==> config.mk <==
export PLATFORM = sky130hd
export DESIGN_NAME = sync_length_checksum_deframer
export DESIGN_NICKNAME = d
export VERILOG_FILES = /design/src/sv/sld_pkg.sv /design/src/sv/sync_length_checksum_deframer.sv /design/src/sv/sld_parser.sv
export VERILOG_INCLUDE_DIRS = /design/src /design/src/sv
export SDC_FILE = /design/constraint.sdc
export NUM_CORES = 1
export LEC_CHECK = 0
export ABC_AREA = 1
export BUFFER_PORTS_ARGS = -buffer_cell sky130_fd_sc_hd__buf_4
export CAP_MARGIN = 20
export CORE_MARGIN = 2
export CORE_UTILIZATION = 35
export CTS_CLUSTER_DIAMETER = 40
export DETAILED_ROUTE_END_ITERATION = 10
export GPL_TIMING_DRIVEN = 0
export PLACE_DENSITY = 0.53
export SETUP_SLACK_MARGIN = 0.4
export SYNTH_ARGS = -nofsm -noshare
export SYNTH_HDL_FRONTEND = slang
export SYNTH_SLANG_ARGS = --single-unit
==> constraint.sdc <==
create_clock -name aclk -period 3.4 [get_ports aclk]
set_input_delay 0.17 -clock aclk [delete_from_list [all_inputs] [get_ports aclk]]
set_output_delay 0.17 -clock aclk [all_outputs]
set_load 0.02 [all_outputs]
==> src/sv/sync_length_checksum_deframer_defines.svh <==
// Assertion macros for the sync/length/checksum deframer.
// Used by the top level only; SYNTH selects the empty forms.
`ifndef SYNC_LENGTH_CHECKSUM_DEFRAMER_DEFINES_SVH
`define SYNC_LENGTH_CHECKSUM_DEFRAMER_DEFINES_SVH
`ifndef SYNTH
`define SLD_ASSERT(name, prop) \
    name: assert property (@(posedge aclk) disable iff (!aresetn) prop) \
        else $error("sld: assertion failed");
`define SLD_ASSERT_RST(name, prop) \
    name: assert property (@(posedge aclk) prop) \
        else $error("sld: reset assertion failed");
`else
`define SLD_ASSERT(name, prop)
`define SLD_ASSERT_RST(name, prop)
`endif
`endif

==> src/sv/sld_pkg.sv <==
// Shared constants and types for the sync/length/checksum deframer.
// No dependencies.
package sld_pkg;

    localparam int unsigned MAX_FRAME_BYTES = 100;
    localparam int unsigned POS_W           = 7;
    localparam int unsigned VALUE_BYTES     = 4;

    localparam logic [7:0] SYNC_FIRST  = 8'h55;
    localparam logic [7:0] SYNC_SECOND = 8'hAA;

    localparam logic [POS_W-1:0] POS_HUNT_FIRST  = POS_W'(0);
    localparam logic [POS_W-1:0] POS_HUNT_SECOND = POS_W'(1);
    localparam logic [POS_W-1:0] POS_LENGTH      = POS_W'(2);
    localparam logic [POS_W-1:0] POS_COMMAND     = POS_W'(3);
    localparam logic [POS_W-1:0] POS_PAYLOAD     = POS_W'(4);
    localparam logic [POS_W-1:0] POS_LIMIT       = POS_W'(MAX_FRAME_BYTES);
    localparam logic [POS_W-1:0] POS_VALUE_END   = POS_W'(4 + VALUE_BYTES);

    typedef struct packed {
        logic [7:0]  frame_command;
        logic [6:0]  payload_length;
        logic        checksum_good;
        logic        length_over_four;
        logic [31:0] payload_value;
    } sld_result_t;

endpackage

==> src/sv/sync_length_checksum_deframer.sv <==
// Sync/length/checksum deframer top level. Depends on sld_pkg, sld_parser
// and the defines header. The checksum byte enters the input register at its
// transfer; the result register captures the result when the parser steps on
// it, which can stall while a result is held. Throughput: one byte per cycle;
// the parser advances whenever the result register is empty or being drained.
// Reset (aresetn, synchronous, active low) clears both valid flags; parser hunts sync.
`include "sync_length_checksum_deframer_defines.svh"
module sync_length_checksum_deframer import sld_pkg::*; (
    input  logic        aclk,
    input  logic        aresetn,
    input  logic        s_valid,
    output logic        s_ready,
    input  logic [7:0]  s_rx_byte,
    output logic        m_valid,
    input  logic        m_ready,
    output logic [7:0]  m_frame_command,
    output logic [6:0]  m_payload_length,
    output logic        m_checksum_good,
    output logic        m_length_over_four,
    output logic [31:0] m_payload_value
);

    logic        in_valid_reg;
    logic [7:0]  byte_reg;
    logic        m_valid_reg;
    sld_result_t out_reg;
    logic        advance;
    logic        res_fire;
    sld_result_t res;

    assign advance = in_valid_reg && (!m_valid_reg || m_ready);
    assign s_ready = !in_valid_reg || advance;

    sld_parser u_parser (
        .aclk         (aclk),
        .aresetn      (aresetn),
        .step         (advance),
        .rx_byte      (byte_reg),
        .result_valid (res_fire),
        .result       (res)
    );

    always_ff @(posedge aclk) begin
        if (!aresetn) begin
            in_valid_reg <= 1'b0;
        end else if (s_ready) begin
            in_valid_reg <= s_valid;
        end
    end

    always_ff @(posedge aclk) begin
        if (s_valid && s_ready) begin
            byte_reg <= s_rx_byte;
        end
    end

    always_ff @(posedge aclk) begin
        if (!aresetn) begin
            m_valid_reg <= 1'b0;
        end else if (advance) begin
            m_valid_reg <= res_fire;
        end else if (m_ready) begin
            m_valid_reg <= 1'b0;
        end
    end

    always_ff @(posedge aclk) begin
        if (advance && res_fire) begin
            out_reg <= res;
        end
    end

    assign m_valid            = m_valid_reg;
    assign m_frame_command    = out_reg.frame_command;
    assign m_payload_length   = out_reg.payload_length;
    assign m_checksum_good    = out_reg.checksum_good;
    assign m_length_over_four = out_reg.length_over_four;
    assign m_payload_value    = out_reg.payload_value;

    `SLD_ASSERT_RST(a_reset_clears_out, !aresetn |=> !m_valid)
    `SLD_ASSERT(a_len_bound, m_valid |-> (m_payload_length <= 7'(MAX_FRAME_BYTES - 5)))
    `SLD_ASSERT(a_over_flag, m_valid |-> (m_length_over_four == (m_payload_length > 7'd4)))
    `SLD_ASSERT(a_over_value, (m_valid && m_length_over_four) |-> (m_payload_value == 32'd0))

endmodule

==> src/sv/sld_parser.sv <==
// Frame parser: sync hunt, length/command capture, running checksum and
// value accumulation, one byte per step. Depends on sld_pkg.
module sld_parser import sld_pkg::*; (
    input  logic        aclk,
    input  logic        aresetn,
    input  logic        step,
    input  logic [7:0]  rx_byte,
    output logic        result_valid,
    output sld_result_t result
);

    logic [POS_W-1:0] pos_reg, pos_next;
    logic [7:0]       len_reg, len_next;
    logic [7:0]       cmd_reg, cmd_next;
    logic [7:0]       sum_reg, sum_next;
    logic [31:0]      acc_reg, acc_next;
    logic [7:0]       sum_add;
    logic             at_end;
    logic             over;

    assign sum_add = sum_reg + rx_byte;
    assign at_end  = {2'b00, pos_reg} >= ({1'b0, len_reg} + 9'd4);
    assign over    = len_reg > 8'(VALUE_BYTES);

    always_comb begin
        result.frame_command    = cmd_reg;
        result.payload_length   = len_reg[6:0];
        result.checksum_good    = (sum_add == 8'd0);
        result.length_over_four = over;
        result.payload_value    = (over || len_reg == 8'd0) ? 32'd0 : acc_reg;
    end

    always_comb begin
        pos_next     = pos_reg;
        len_next     = len_reg;
        cmd_next     = cmd_reg;
        sum_next     = sum_reg;
        acc_next     = acc_reg;
        result_valid = 1'b0;
        if (step) begin
            if (pos_reg >= POS_LIMIT) begin
                pos_next = POS_HUNT_FIRST;
            end else if (pos_reg == POS_HUNT_FIRST) begin
                if (rx_byte == SYNC_FIRST) begin
                    sum_next = rx_byte;
                    pos_next = POS_HUNT_SECOND;
                end
            end else if (pos_reg == POS_HUNT_SECOND) begin
                if (rx_byte == SYNC_SECOND) begin
                    sum_next = sum_add;
                    pos_next = POS_LENGTH;
                end else begin
                    pos_next = POS_HUNT_FIRST;
                end
            end else if (pos_reg == POS_LENGTH) begin
                len_next = rx_byte;
                sum_next = sum_add;
                pos_next = POS_COMMAND;
            end else if (pos_reg == POS_COMMAND) begin
                cmd_next = rx_byte;
                sum_next = sum_add;
                acc_next = 32'd0;
                pos_next = POS_PAYLOAD;
            end else if (at_end) begin
                result_valid = 1'b1;
                pos_next     = POS_HUNT_FIRST;
            end else begin
                sum_next = sum_add;
                if (pos_reg < POS_VALUE_END) begin
                    acc_next = {acc_reg[23:0], rx_byte};
                end
                pos_next = pos_reg + POS_W'(1);
            end
        end
    end

    always_ff @(posedge aclk) begin
        if (!aresetn) begin
            pos_reg <= POS_HUNT_FIRST;
            len_reg <= 8'd0;
            cmd_reg <= 8'd0;
            sum_reg <= 8'd0;
            acc_reg <= 32'd0;
        end else begin
            pos_reg <= pos_next;
            len_reg <= len_next;
            cmd_reg <= cmd_next;
            sum_reg <= sum_next;
            acc_reg <= acc_next;
        end
    end

endmodule
# Word-level counts from Yosys, hierarchy flattened

Index checks and enable logic that the tools add are counted.

Logic and storage cells: 79
Flip-flop bits (word level): 122
Output and inout bits: 51
Input bits: 12

Reductions and logical operators: 18
Equality and inequality tests: 10
$add $sub $neg: 3
Bitwise operators: 4
$lt $le $gt $ge: 4
Muxes and demuxes: 27

Operator list:

| kind                                                     | count |
|---|---|
| 2-to-1 mux 32 bit                                        | 3 |
| 2-to-1 mux 8 bit                                         | 7 |
| 2-to-1 mux 7 bit                                         | 7 |
| zero test 8 bit                                          | 2 |
| equality test 7 x 2 -> 1 bit, second input constant      | 2 |
| AND reduction 5 bit                                      | 2 |
| adder 8 x 3 -> 9 bit, second input constant              | 1 |
| greater-or-equal comparator 7 x 9 -> 1 bit               | 1 |
| 2-to-1 mux 1 bit                                         | 9 |
| adder 8 bit                                              | 1 |
| equality test 8 x 7 -> 1 bit, second input constant      | 1 |
| equality test 8 bit, second input constant               | 1 |
| > comparator 8 x 3 -> 1 bit, second input constant       | 1 |
| adder 7 x 1 -> 7 bit, second input constant              | 1 |
| equality test 7 x 1 -> 1 bit, second input constant      | 1 |
| greater-or-equal comparator 7 bit, second input constant | 1 |
| zero test 7 bit                                          | 1 |
| < comparator 7 x 4 -> 1 bit, second input constant       | 1 |
| AND reduction 7 bit                                      | 1 |
| != test 3 x 2 -> 1 bit, second input constant            | 2 |
| AND reduction 6 bit                                      | 1 |
| != test 5 bit, second input constant                     | 1 |
| != test 2 bit, second input constant                     | 2 |
| NOT 1 bit                                                | 4 |
| other kinds (6)                                          | 12 |

# Depth between registers and ports, before layout

Gate-level depths: netlist (run 1).

Depth after elaboration: 10
Gate-level depth with buffers: 17
Depth with buffers taken out: 15

# Hierarchy

Synthesis (run 1) repeated with hierarchy kept, for this count alone.

Cell total of the unflattened synthesis: 657
Area, all modules: 5786.8 um^2

By module, submodules not included:

| module                        | area each (um^2) | seq. area each (um^2) | cells each | instances |
|---|---|---|---|---|
| sld_parser                    | 3967.6           | 1261.2                | 583        | 1 |
| sync_length_checksum_deframer | 1819.2           | 1751.7                | 74         | 1 |

# Least setup slack after synthesis (run 1)

OpenSTA, ideal clock, no wires.

Path kind: register to register
Start: register u_parser.len_reg[2]
End: register out_reg, in the netlist m_checksum_good (enable)
Required time: 2.997 ns
Arrival: 2.724 ns
Period minus slack after synthesis: 3.127 ns
Buffers on the path: 0
Setup time: 0.403 ns
Slack: 0.273 ns
Stages on the path, launching flop included: 13
Cell sequence: dfxtp_1 -> ha_1 -> nand3_1 -> xor2_1 -> ha_1 -> nand2_1 -> inv_1 -> nand4_1 -> nor2_1 -> nor2_2 -> nand2_2 -> nand4_1 -> inv_1

Word-level cells in the longest chain between the ends: 10

RTL lines:

| item                                       | line                                | RTL |
|---|---|---|
| from (decl)                                | sld_parser.sv:13                    | `logic [7:0] len_reg, len_next;` |
| from (signal assigned)                     | sld_parser.sv:86                    | `len_reg <= len_next;` |
| adder 8 x 3 -> 9 bit                       | sld_parser.sv:22                    | `assign at_end = {2'b00, pos_reg} >= ({1'b0, len_reg} + 9'd4);` |
| greater-or-equal comparator 7 x 9 -> 1 bit | sld_parser.sv:22                    |  |
| 2-to-1 mux 1 bit                           | sld_parser.sv:64                    | `end else if (at_end) begin` |
| 2-to-1 mux 1 bit                           | sld_parser.sv:59                    | `end else if (pos_reg == POS_COMMAND) begin` |
| 2-to-1 mux 1 bit                           | sld_parser.sv:55                    | `end else if (pos_reg == POS_LENGTH) begin` |
| 2-to-1 mux 1 bit                           | sld_parser.sv:48                    | `end else if (pos_reg == POS_HUNT_SECOND) begin` |
| 2-to-1 mux 1 bit                           | sld_parser.sv:43                    | `end else if (pos_reg == POS_HUNT_FIRST) begin` |
| 2-to-1 mux 1 bit                           | sld_parser.sv:41                    | `if (pos_reg >= POS_LIMIT) begin` |
| 2-to-1 mux 1 bit                           | sld_parser.sv:40                    | `if (step) begin` |
| logical AND 1 bit                          | sync_length_checksum_deframer.sv:68 | `if (advance && res_fire) begin` |
| to (signal assigned)                       | sync_length_checksum_deframer.sv:69 | `out_reg <= res;` |
| to (decl)                                  | sync_length_checksum_deframer.sv:26 | `sld_result_t out_reg;` |

Every way passes these cells.
A chain may end at the register's enable or synchronous reset.

# Final worst setup path (run 1)

Start: register u_parser.len_reg[3]
End: register out_reg, in the netlist m_payload_value[9] (enable)

The elaborated chain is that of the path after synthesis.

==> flow_summary.yaml, run 1 <==
placed_design:
  pre_cts_slack_ps: -283
  place_congestion: 0.831
  placedCellCount: 911
  port_buffers: 62
  dp_hpwl_um: 9200
worst_setup_path:
  rrSetupSlack_ps: 600
  cp_max_fo: 13
  critical_path.endpoint_type: "flip-flop"
  worstReg2RegStart: "u_parser.len_reg[3]"
  cp_num_cells: 13
  path_buf_inv: 3
  worstPathRequired_ps: 3560
  arrival_ps: 2960
  critical_path_class: "flip-flop to flip-flop"
  start_kind: "flip-flop"
  timing.rr.end: "m_payload_value[9]"
  path_cells: "ha_2 > nand3_1 > xor2_1 > ha_1 > a21oi_1 > nand3b_1 > nand2_1 > nor2_2 > nand2_2 > nand4_1 > buf_4 > clkinvlp_4 > buf_4"
  critical_path.slowest_cell: "dfxtp_1"
  slowest_delay_ps: 450
  endpoint: "m_payload_value[9]"
  crit_path_frequent_cell: "buf_4"
  reg2regPathDepth: 13
  crit_start: "u_parser.len_reg[3]"
  cp_top_family: "simple AND/OR/NAND/NOR gates"
clock_network:
  insertion_delay_ps: 420
  cts-root-buf: "clkbuf_16"
  htreeDepth: 4
  cts_buffers: 17
  path_clk_slew_ps: 50
  cts_buffer_depth: 2
  cts_sinks: 122
  cts_tree: "done"
floorplan:
  rows: 46
  io_pins: 63
  dieArea_mm2: 0.0169
  initial_core_util_pct: 35.4
  die_w_um: 130
  coreArea_mm2: 0.0157
  die_y_um: 130
timing:
  slew_headroom_pct: 59.4
  fin_crit_ps: 2800
  skew_ps: 7.77
  slew_violations: 0
  hold_viol_final: 0
  max_clock_freq_mhz: 358
  rsz0062_at_grt: "no"
  setup_viol: 0
  min_period_over_period_pct: 82.2
  worstMarginPinSlew_ps: 610
  setup_ws_ps: 604
cells_and_area:
  fin_nets: 768
  n_antenna_cell: 0
  layout-drive-gt1-share_pct: 18.2
  area_growth_pct: 27.1
  final_cells: 962
  nFillCells: 1510
global_routing:
  grt_use_total_pct: 16.3
  grt_pass1_vias: 4296
  grt_overflow: 0
  antenna_found_initial: 0
  grt_max_degree: 17
  grt_first_pass_wirelength_um: 20900
pwr:
  p_leak_nw: 3.02
  power_density_mw_per_mm2: 490
  peakVddDrop_v: 0.000346
hold_path:
  hold_path.class: "input pin to flip-flop"
  hold_path_depth: 3
yosys:
  yosys_register_bits: 122
  synth_cell_types: 40
  syn-instance-count: 633
  ys_top_cells_by_area: "edfxtp_1 (31%), dfxtp_1 (23%), nand2_1 (7.2%), nor2_1 (7.1%), ha_1 (4.9%)"
  yosys_warnings: 0
  async_flop_share_pct: 0
  synthesis.nets: 668
  yosys-top-cells-count: "nand2_1 (106), nor2_1 (105), inv_1 (73)"
  synth_top_area_cell: "edfxtp_1"
  synth_edf_count: 57
  ys_seq_area_share_pct: 54.2
  synth_ff_type: "dfxtp_1"
  syn_avg_cell_area_um2: 8.79
  mappedNetlistArea_mm2: 0.00556
  yosysTopAreaCellShare_pct: 30.8
  synth_most_common_cell: "nand2_1"
detailed_routing:
  drt-total-wl_um: 13200
  first_pass_iters: 5
  drt-vias-per-instance: 4.59
  ant_nets: 0
  post-route-drc-count: 0
  drtIter0Drc: 271
  wl_per_cell_um: 13.7
  vias: 4418
run:
  drv_cap: 0
outcome:
  outcome: "complete, no violations"
==> logic make-up (layout without fill, tap and decap cells) <==
logic type | after synthesis | after routing | synth area share [%]
buffers and inverters | 101 | 214 | 7.60
xor gates and xnor gates | 12 | 12 | 1.89
adders and majority gates | 23 | 23 | 5.31
and+or+nand+nor | 270 | 270 | 21.2
DFF | 122 | 122 | 54.2
AOI/OAI and AO/OA | 105 | 105 | 9.87
==> through the flow <==
| stage | instance area, µm² | setup TNS [ps] | power, mW | hold slack (ps) | utilization (%) |
|---|---|---|---|---|---|
| finish | 7070 | 0 | 3.47 | 38.9 | 45.0 |
| global route | 7070 | 0 | 3.59 | 61.3 | 45.0 |
| CTS | 7060 | 0 | 3.50 | 27.9 | 45.0 |
| detailed placement | 6300 | -13730 | 1.67 | 349 | 40.1 |
| global placement | 6300 | -8650 | 1.67 | 348 | 40.1 |
| floorplan | 5570 | 0 | 1.63 | 269 | - |
==> layer usage <==
metal | up-vias | track usage, % | share of wire [%]
met5 | - | 0 | 0
li1 | 2273 | - | -
met3 | 19 | 4.72 | 5.0
met2 | 94 | 26.1 | 48
met4 | 0 | 8.29 | 2.1
met1 | 2032 | 20.1 | 45
==> tightest hold or removal path: stages <==
cell and delay, ps:
buf_4 70, nand2_1 60, a21oi_1 110
==> cell usage in the layout (no fill, tap or decap), types with 22 or more instances in the layout <==
cell        n
nand3_1    28
inv_1      72
o21ai_1    22
a21oi_1    45
dfxtp_1    64
buf_4      72
edfxtp_1   57
nor2_1    105
o21ai_0    31
nand2_1   105
==> power breakdown <==
part,internal (mW),switching (mW)
Sequential,1.54,0.00902
Clock,1.20,0.619
Combinational,0.0371,0.0615
Total,2.78,0.690
==> worst min path at each step <==
stage	from	endpoint	slack [ps]
floorplan	s_rx_byte[0]	byte_reg[0]	270
global placement	s_rx_byte[5]	byte_reg[5]	350
detailed placement	s_rx_byte[1]	byte_reg[1]	350
CTS	s_valid	in_valid_reg	30
global route	s_valid	in_valid_reg	60
finish	s_valid	in_valid_reg	40
==> repair_timing <==
| item | CTS | global route |
|---|---|---|
| cloned | 3 | 0 |
| buffers inserted | 8 | 0 |
| endpoints found under the setup margin | 49 | 87 |
| endpoints found under the hold margin | 8 | 0 |
| hold buffers | 8 | 0 |
| gates resized for setup | 3 | 3 |
| pin swaps | 0 | 0 |
==> layout make-up <==
| type | count | area [µm²] | share of cell area, % |
|---|---|---|---|
| repair buffers | 78 | 606 | 8.56 |
| flip-flops and latches | 122 | 3010 | 42.6 |
| clock inverters | 9 | 121 | 1.72 |
| plain buffers | 22 | 124 | 1.75 |
| repair inverters | 3 | 22.5 | 0.319 |
| multi-input cells | 410 | 2130 | 30.2 |
| well taps | 216 | 270 | 3.82 |
| clock buffers | 23 | 478 | 6.76 |
| inverters | 79 | 303 | 4.28 |
Power figures use the tool's default switching activity.
==> inputs of run 2 (changes only) <==
--- a/config.mk
+++ b/config.mk
@@ -14,7 +14,7 @@
 export CTS_CLUSTER_DIAMETER = 40
 export DETAILED_ROUTE_END_ITERATION = 10
 export GPL_TIMING_DRIVEN = 0
-export PLACE_DENSITY = 0.53
+export PLACE_DENSITY = 0.55
 export SETUP_SLACK_MARGIN = 0.4
 export SYNTH_ARGS = -nofsm -noshare
 export SYNTH_HDL_FRONTEND = slang
==> constraint.sdc (replaced) <==
create_clock -name aclk -period 2.38 [get_ports aclk]
set_input_delay 0.119 -clock aclk [delete_from_list [all_inputs] [get_ports aclk]]
set_output_delay 0.119 -clock aclk [all_outputs]
set_load 0.02 [all_outputs]
==> run 2 against run 1 <==
Effect of this change: critical endpoint is now u_parser.acc_reg[22]; hold slack got worse by 33 ps; sequential share of layout area decreased by 2.6 points; highest routed layer unchanged; cell count increased by 2.3%; combinational power increased by 63%; non-clock buffer count increased by 20; largest power group unchanged; wire length increased by 6.7%; the run now ends with negative setup slack left; sequential cell count unchanged; global-route usage increased by 0.59 points; total power increased by 41%.
==> flow_summary.yaml, run 2 (synthesized netlist as in run 1, its figures left out) <==
global_routing:
  grt_use_total_pct: 16.9
  grt_first_pass_wirelength_um: 21700
  antenna_found_initial: 0
  grt_pass1_vias: 4444
  grt_max_degree: 17
  grt_overflow: 0
timing:
  hold_viol_final: 0
  skew_ps: 14.6
  fin_crit_ps: 2480
  slew_headroom_pct: 56.8
  rsz0062_at_grt: "yes"
  min_period_over_period_pct: 104
  max_clock_freq_mhz: 403
  setup_viol: 77
  setup_ws_ps: -102
  worstMarginPinSlew_ps: 649
  slew_violations: 0
pwr:
  power_mw: 4.87
  power_density_mw_per_mm2: 645
  p_leak_nw: 3.17
  peakVddDrop_v: 0.000418
detailed_routing:
  met2WireLength_um: 7170
  drtIter0Drc: 389
  first_pass_iters: 5
  drt-total-wl_um: 14100
  ant_nets: 0
  vias: 4609
  drt-met1-wl_um: 6140
  met3_length_um: 553
  drt-vias-per-instance: 4.68
  wl_per_cell_um: 14.3
  post-route-drc-count: 0
  top_layer: "met4"
cells_and_area:
  final_common_cell: "nor2_1"
  regArea_mm2: 0.00302
  layout-drive-gt1-share_pct: 25.8
  final_cells: 984
  fin_nets: 790
  multiInputGateArea_mm2: 0.00236
  layout_common_cells: "nor2_1 (104), nand2_1 (98), buf_4 (79), inv_1 (68), dfxtp_1 (61)"
  fin_util_pct: 48.1
  area_growth_pct: 35.9
  nFillCells: 1504
  n_antenna_cell: 0
worst_setup_path:
  cp_top_family: "simple AND/OR/NAND/NOR gates"
  path_buf_inv: 2
  start_kind: "flip-flop"
  critical_path.endpoint_type: "flip-flop"
  critical_path_class: "flip-flop to flip-flop"
  critical_path.slowest_cell: "dfxtp_1"
  rrSetupSlack_ps: -100
  cp_max_fo: 10
  path_cells: "nand3_4 > xor2_4 > ha_4 > a21oi_2 > nand3b_1 > nand2_1 > nor2_2 > nand2_2 > nand2_2 > nand3_4 > buf_12 > buf_8 > o21ai_1 > nor2_1"
  arrival_ps: 2780
  slowest_delay_ps: 530
  worstPathRequired_ps: 2680
floorplan:
  die_w_um: 130
  die_y_um: 130
  coreArea_mm2: 0.0157
  initial_core_util_pct: 35.4
  dieArea_mm2: 0.0169
  io_pins: 63
  rows: 46
outcome:
  outcome: "finished, violations left"
  violations: "negative setup slack"
clock_network:
  cts_tree: "done"
  cts_buffer_depth: 2
  cts-root-buf: "clkbuf_16"
  cts_buffers: 17
  cts_sinks: 122
  htreeDepth: 4
  insertion_delay_ps: 430
  path_clk_slew_ps: 50
placed_design:
  port_buffers: 62
  place_congestion: 0.856
  placedCellCount: 911
  dp_hpwl_um: 9140
hold_path:
  hold_path.class: "input pin to flip-flop"
run:
  drv_cap: 0
## run 2: changes by cell type in the layout (fill, tap and decap cells not counted), moves of 6 or more
cell,change
o21ai_2,+9
buf_4,+7
nand2_1,-7
o21ai_0,-7
nand2_2,+6
## run 2: layout make-up
cell class | instances | area share, %
well taps | 216 | 3.58
repair buffers | 98 | 11.1
inverters | 79 | 4.04
repair inverters | 4 | 0.397
clock buffers | 24 | 6.37
plain buffers | 22 | 2.12
multi-input cells | 411 | 31.2
clock inverters | 8 | 1.24
flip-flops and latches | 122 | 40.0
## run 2: what timing repair did
item | 4_1_cts | 5_1_grt
endpoints found under the hold margin | 9 | 0
endpoints found under the setup margin | 107 | 124
cloned | 6 | 2
setup buffers | 20 | 4
resized for setup | 41 | 31
pin swaps | 8 | 6
hold buffers | 9 | 0
## run 2: path summary, 6_finish.rpt
kind	start	endpoint	depth (start not counted)
max	u_parser.len_reg[5]	u_parser.acc_reg[22]	14
min	m_ready	m_valid	4
max reg2reg	u_parser.len_reg[5]	u_parser.acc_reg[22]	14
min reg2reg	u_parser.cmd_reg[5]	m_frame_command[5]	0
## run 2: report_power, final
group	total, mW	internal (mW)	switching [mW]
sequential	2.21	2.19	0.0129
combinational	0.161	0.0620	0.0991
clock	2.51	1.61	0.893
total	4.87	3.87	1.00
## run 2: metal layers
| layer | global-route usage (%) | up-vias |
|---|---|---|
| li1 | - | 2316 |
| met1 | 20.3 | 2166 |
| met2 | 29.5 | 106 |
| met3 | 4.26 | 21 |
| met4 | 6.07 | 0 |
| met5 | 0 | - |
## run 2: per-stage QoR
step | setup WS [ps] | area (µm²) | hold slack (ps) | setup TNS (ps)
5_1_grt | -242 | 7560 | 21.5 | -15970
4_1_cts | -101 | 7350 | 11.5 | -5180
3_5_place_dp | -974 | 6340 | 298 | -50690
6_report | -102 | 7560 | 6.22 | -4470
3_3_place_gp | -940 | 6340 | 297 | -48640
2_1_floorplan | -373 | 5600 | 218 | -18270
## run 2: worst register-to-register path: stages (launching register included)
cell	delay [ps]
dfxtp_1	530
nand3_4	140
xor2_4	180
ha_4	240
a21oi_2	120
nand3b_1	110
nand2_1	80
nor2_2	140
nand2_2	100
nand2_2	110
nand3_4	110
buf_12	190
buf_8	140
o21ai_1	130
nor2_1	50
==> inputs of run 3 (changes only) <==
--- a/config.mk
+++ b/config.mk
@@ -13,9 +13,10 @@
 export CORE_UTILIZATION = 35
 export CTS_CLUSTER_DIAMETER = 40
 export DETAILED_ROUTE_END_ITERATION = 10
-export GPL_TIMING_DRIVEN = 0
 export PLACE_DENSITY = 0.55
+export REMOVE_ABC_BUFFERS = 1
 export SETUP_SLACK_MARGIN = 0.4
 export SYNTH_ARGS = -nofsm -noshare
 export SYNTH_HDL_FRONTEND = slang
+export SYNTH_HIERARCHICAL = 1
 export SYNTH_SLANG_ARGS = --single-unit
==> run 3 against run 2 <==
Effect of this change: sequential share of layout area decreased by 4.7 points; core utilization increased by 4.4 points; critical path depth increased by 3; global-route usage increased by 0.61 points; largest cell class unchanged; the run still ends with negative setup slack left; clock-buffer cell count decreased by 1; critical path type unchanged; non-clock buffer count increased by 47.
==> flow_summary.yaml, run 3 <==
timing:
  setup_ws_ps: -393
  slew_violations: 0
  rsz0062_at_grt: "yes"
  fin_crit_ps: 2770
  min_period_over_period_pct: 117
  setup_viol: 87
  hold_viol_final: 0
  slew_headroom_pct: 63.9
  max_clock_freq_mhz: 361
  skew_ps: 10.3
  worstMarginPinSlew_ps: 541
floorplan:
  dieArea_mm2: 0.0176
  die_y_um: 133
  coreArea_mm2: 0.0163
  rows: 47
  initial_core_util_pct: 35.4
  io_pins: 63
  die_w_um: 133
worst_setup_path:
  arrival_ps: 2900
  critical_path_class: "flip-flop to flip-flop"
  cp_max_fo: 4
  start_kind: "flip-flop"
  critical_path.endpoint_type: "flip-flop"
  worstPathRequired_ps: 2510
pwr:
  peakVddDrop_v: 0.000483
  power_density_mw_per_mm2: 552
  p_leak_nw: 3.29
yosys:
  synth_most_common_cell: "nor2_1"
  yosysTopAreaCellShare_pct: 29.6
  mappedNetlistArea_mm2: 0.00579
  syn-instance-count: 657
  synth_ff_type: "dfxtp_1"
  yosys_register_bits: 122
  synth_top_area_cell: "edfxtp_1"
  ys_seq_area_share_pct: 52.1
  async_flop_share_pct: 0
  syn_avg_cell_area_um2: 8.81
  synth_cell_types: 39
  yosys-top-cells-count: "nor2_1 (88), nand2_1 (85), inv_1 (83)"
  yosys_warnings: 6
  ys_top_cells_by_area: "edfxtp_1 (30%), dfxtp_1 (22%), nor2_1 (5.7%), nand2_1 (5.5%), inv_1 (5.4%)"
  synth_edf_count: 57
clock_network:
  htreeDepth: 4
  path_clk_slew_ps: 50
  cts_buffers: 17
  insertion_delay_ps: 420
  cts_sinks: 122
  cts_tree: "done"
  cts-root-buf: "clkbuf_16"
  cts_buffer_depth: 2
placed_design:
  port_buffers: 62
  pre_cts_slack_ps: -515
  place_congestion: 0.878
  placed_area_mm2: 0.00676
  dp_hpwl_um: 9130
  placedCellCount: 951
cells_and_area:
  nFillCells: 1483
  final_cells: 1044
  fin_nets: 846
  n_antenna_cell: 0
  finalInstanceArea_mm2: 0.00859
  layout-drive-gt1-share_pct: 35.0
  area_growth_pct: 48.4
  fin_util_pct: 52.5
  layout_common_cells: "buf_4 (114), nor2_1 (82), inv_1 (79), nand2_1 (79), dfxtp_1 (59)"
  final_common_cell: "buf_4"
hold_path:
  hold_path.class: "input pin to flip-flop"
run:
  drv_cap: 0
outcome:
  outcome: "finished, violations left"
  violations: "negative setup slack"
detailed_routing:
  post-route-drc-count: 0
  drt-total-wl_um: 15600
  wl_per_cell_um: 14.9
  vias: 4919
  drtIter0Drc: 459
  drt-vias-per-instance: 4.71
  ant_nets: 0
  first_pass_iters: 6
global_routing:
  grt_use_total_pct: 17.5
  antenna_found_initial: 0
  grt_first_pass_wirelength_um: 24000
  grt_pass1_vias: 4779
  grt_max_degree: 39
  grt_overflow: 0
## run 3: cell types whose count changed in the layout (fill, tap and decap cells not counted), moves of 13 or more
| cell | change |
|---|---|
| nor2_1 | -22 |
| nand3_1 | +14 |
| nand3_2 | +14 |
| buf_4 | +35 |
| nand2_1 | -19 |
| buf_12 | +13 |
## run 3: what timing repair did
action / in CTS / in global routing
cloned: 13 / 5
resized for setup: 83 / 36
buffers inserted: 26 / 8
pin swaps: 11 / 15
hold endpoints to repair: 9 / 0
endpoints found under the setup margin: 113 / 136
hold buffers: 9 / 0
## run 3: where the power goes
group | total [mW] | leakage, nW | switching [mW] | internal [mW]
combinational | 0.120 | 2.03 | 0.0694 | 0.0508
sequential | 2.20 | 0.979 | 0.0121 | 2.19
clock | 2.42 | 0.273 | 0.888 | 1.53
total | 4.74 | 3.29 | 0.969 | 3.77
## run 3: cell type report
class,count,area (µm²),share of cell area [%]
Inverter,89,335,3.91
Clock inverter,9,100,1.17
Timing Repair Buffer,167,1850,21.5
Clock buffer,23,448,5.22
Sequential cell,122,3030,35.3
Multi-Input combinational cell,414,2550,29.7
Tap cell,220,275,3.21
## run 3: path summary, 6_finish.rpt
path	start	to	slack, ps	depth (start not counted)
max	u_parser/len_reg[2]	m_payload_value[4]	-390	17
min	m_ready	in_valid_reg	40	4
max reg2reg	u_parser/len_reg[2]	m_payload_value[4]	-390	17
min reg2reg	u_parser/cmd_reg[2]	m_frame_command[2]	430	0
## run 3: logic make-up after synthesis
kind of cell             after synthesis  synth area share, %
buffers and inverters                122                 9.06
AO/OA/AOI/OAI                        107                 10.4
flip-flops                           122                 52.1
adder cells (fa/ha/maj)               23                 5.10
XOR/XNOR                              11                 1.66
AND/OR/NAND/NOR                      272                 21.7
## run 3: metrics by stage
step                hold slack, ps  total power, mW  TNS [ps]
floorplan                      217             2.29   -176740
global placement               297             2.34    -23320
detailed placement             299             2.34    -26620
CTS                           29.5             4.79    -20680
global route                  61.2             4.90    -39290
finish                        42.4             4.74    -26440
## run 3: per-layer routing
metal  wire [µm]  vias up  GRT usage (%)
li1            -     2472              -
met3         758       20           4.44
met1        6890     2300           21.8
met2        7660      127           29.4
met5           0        -              0
met4         251        0           6.57
## run 3: critical path, cell delays in order (launching register included)
cell,delay (ps)
dfxtp_4,350
ha_4,160
buf_6,110
xnor2_2,120
ha_1,330
nand2_2,70
o21ai_1,120
nand3_1,100
nand2_2,100
nor2_4,50
nand2_2,80
nand2_4,60
nor3_4,120
inv_2,70
nor3_4,210
buf_6,140
buf_8,130
clkbuf_16,140
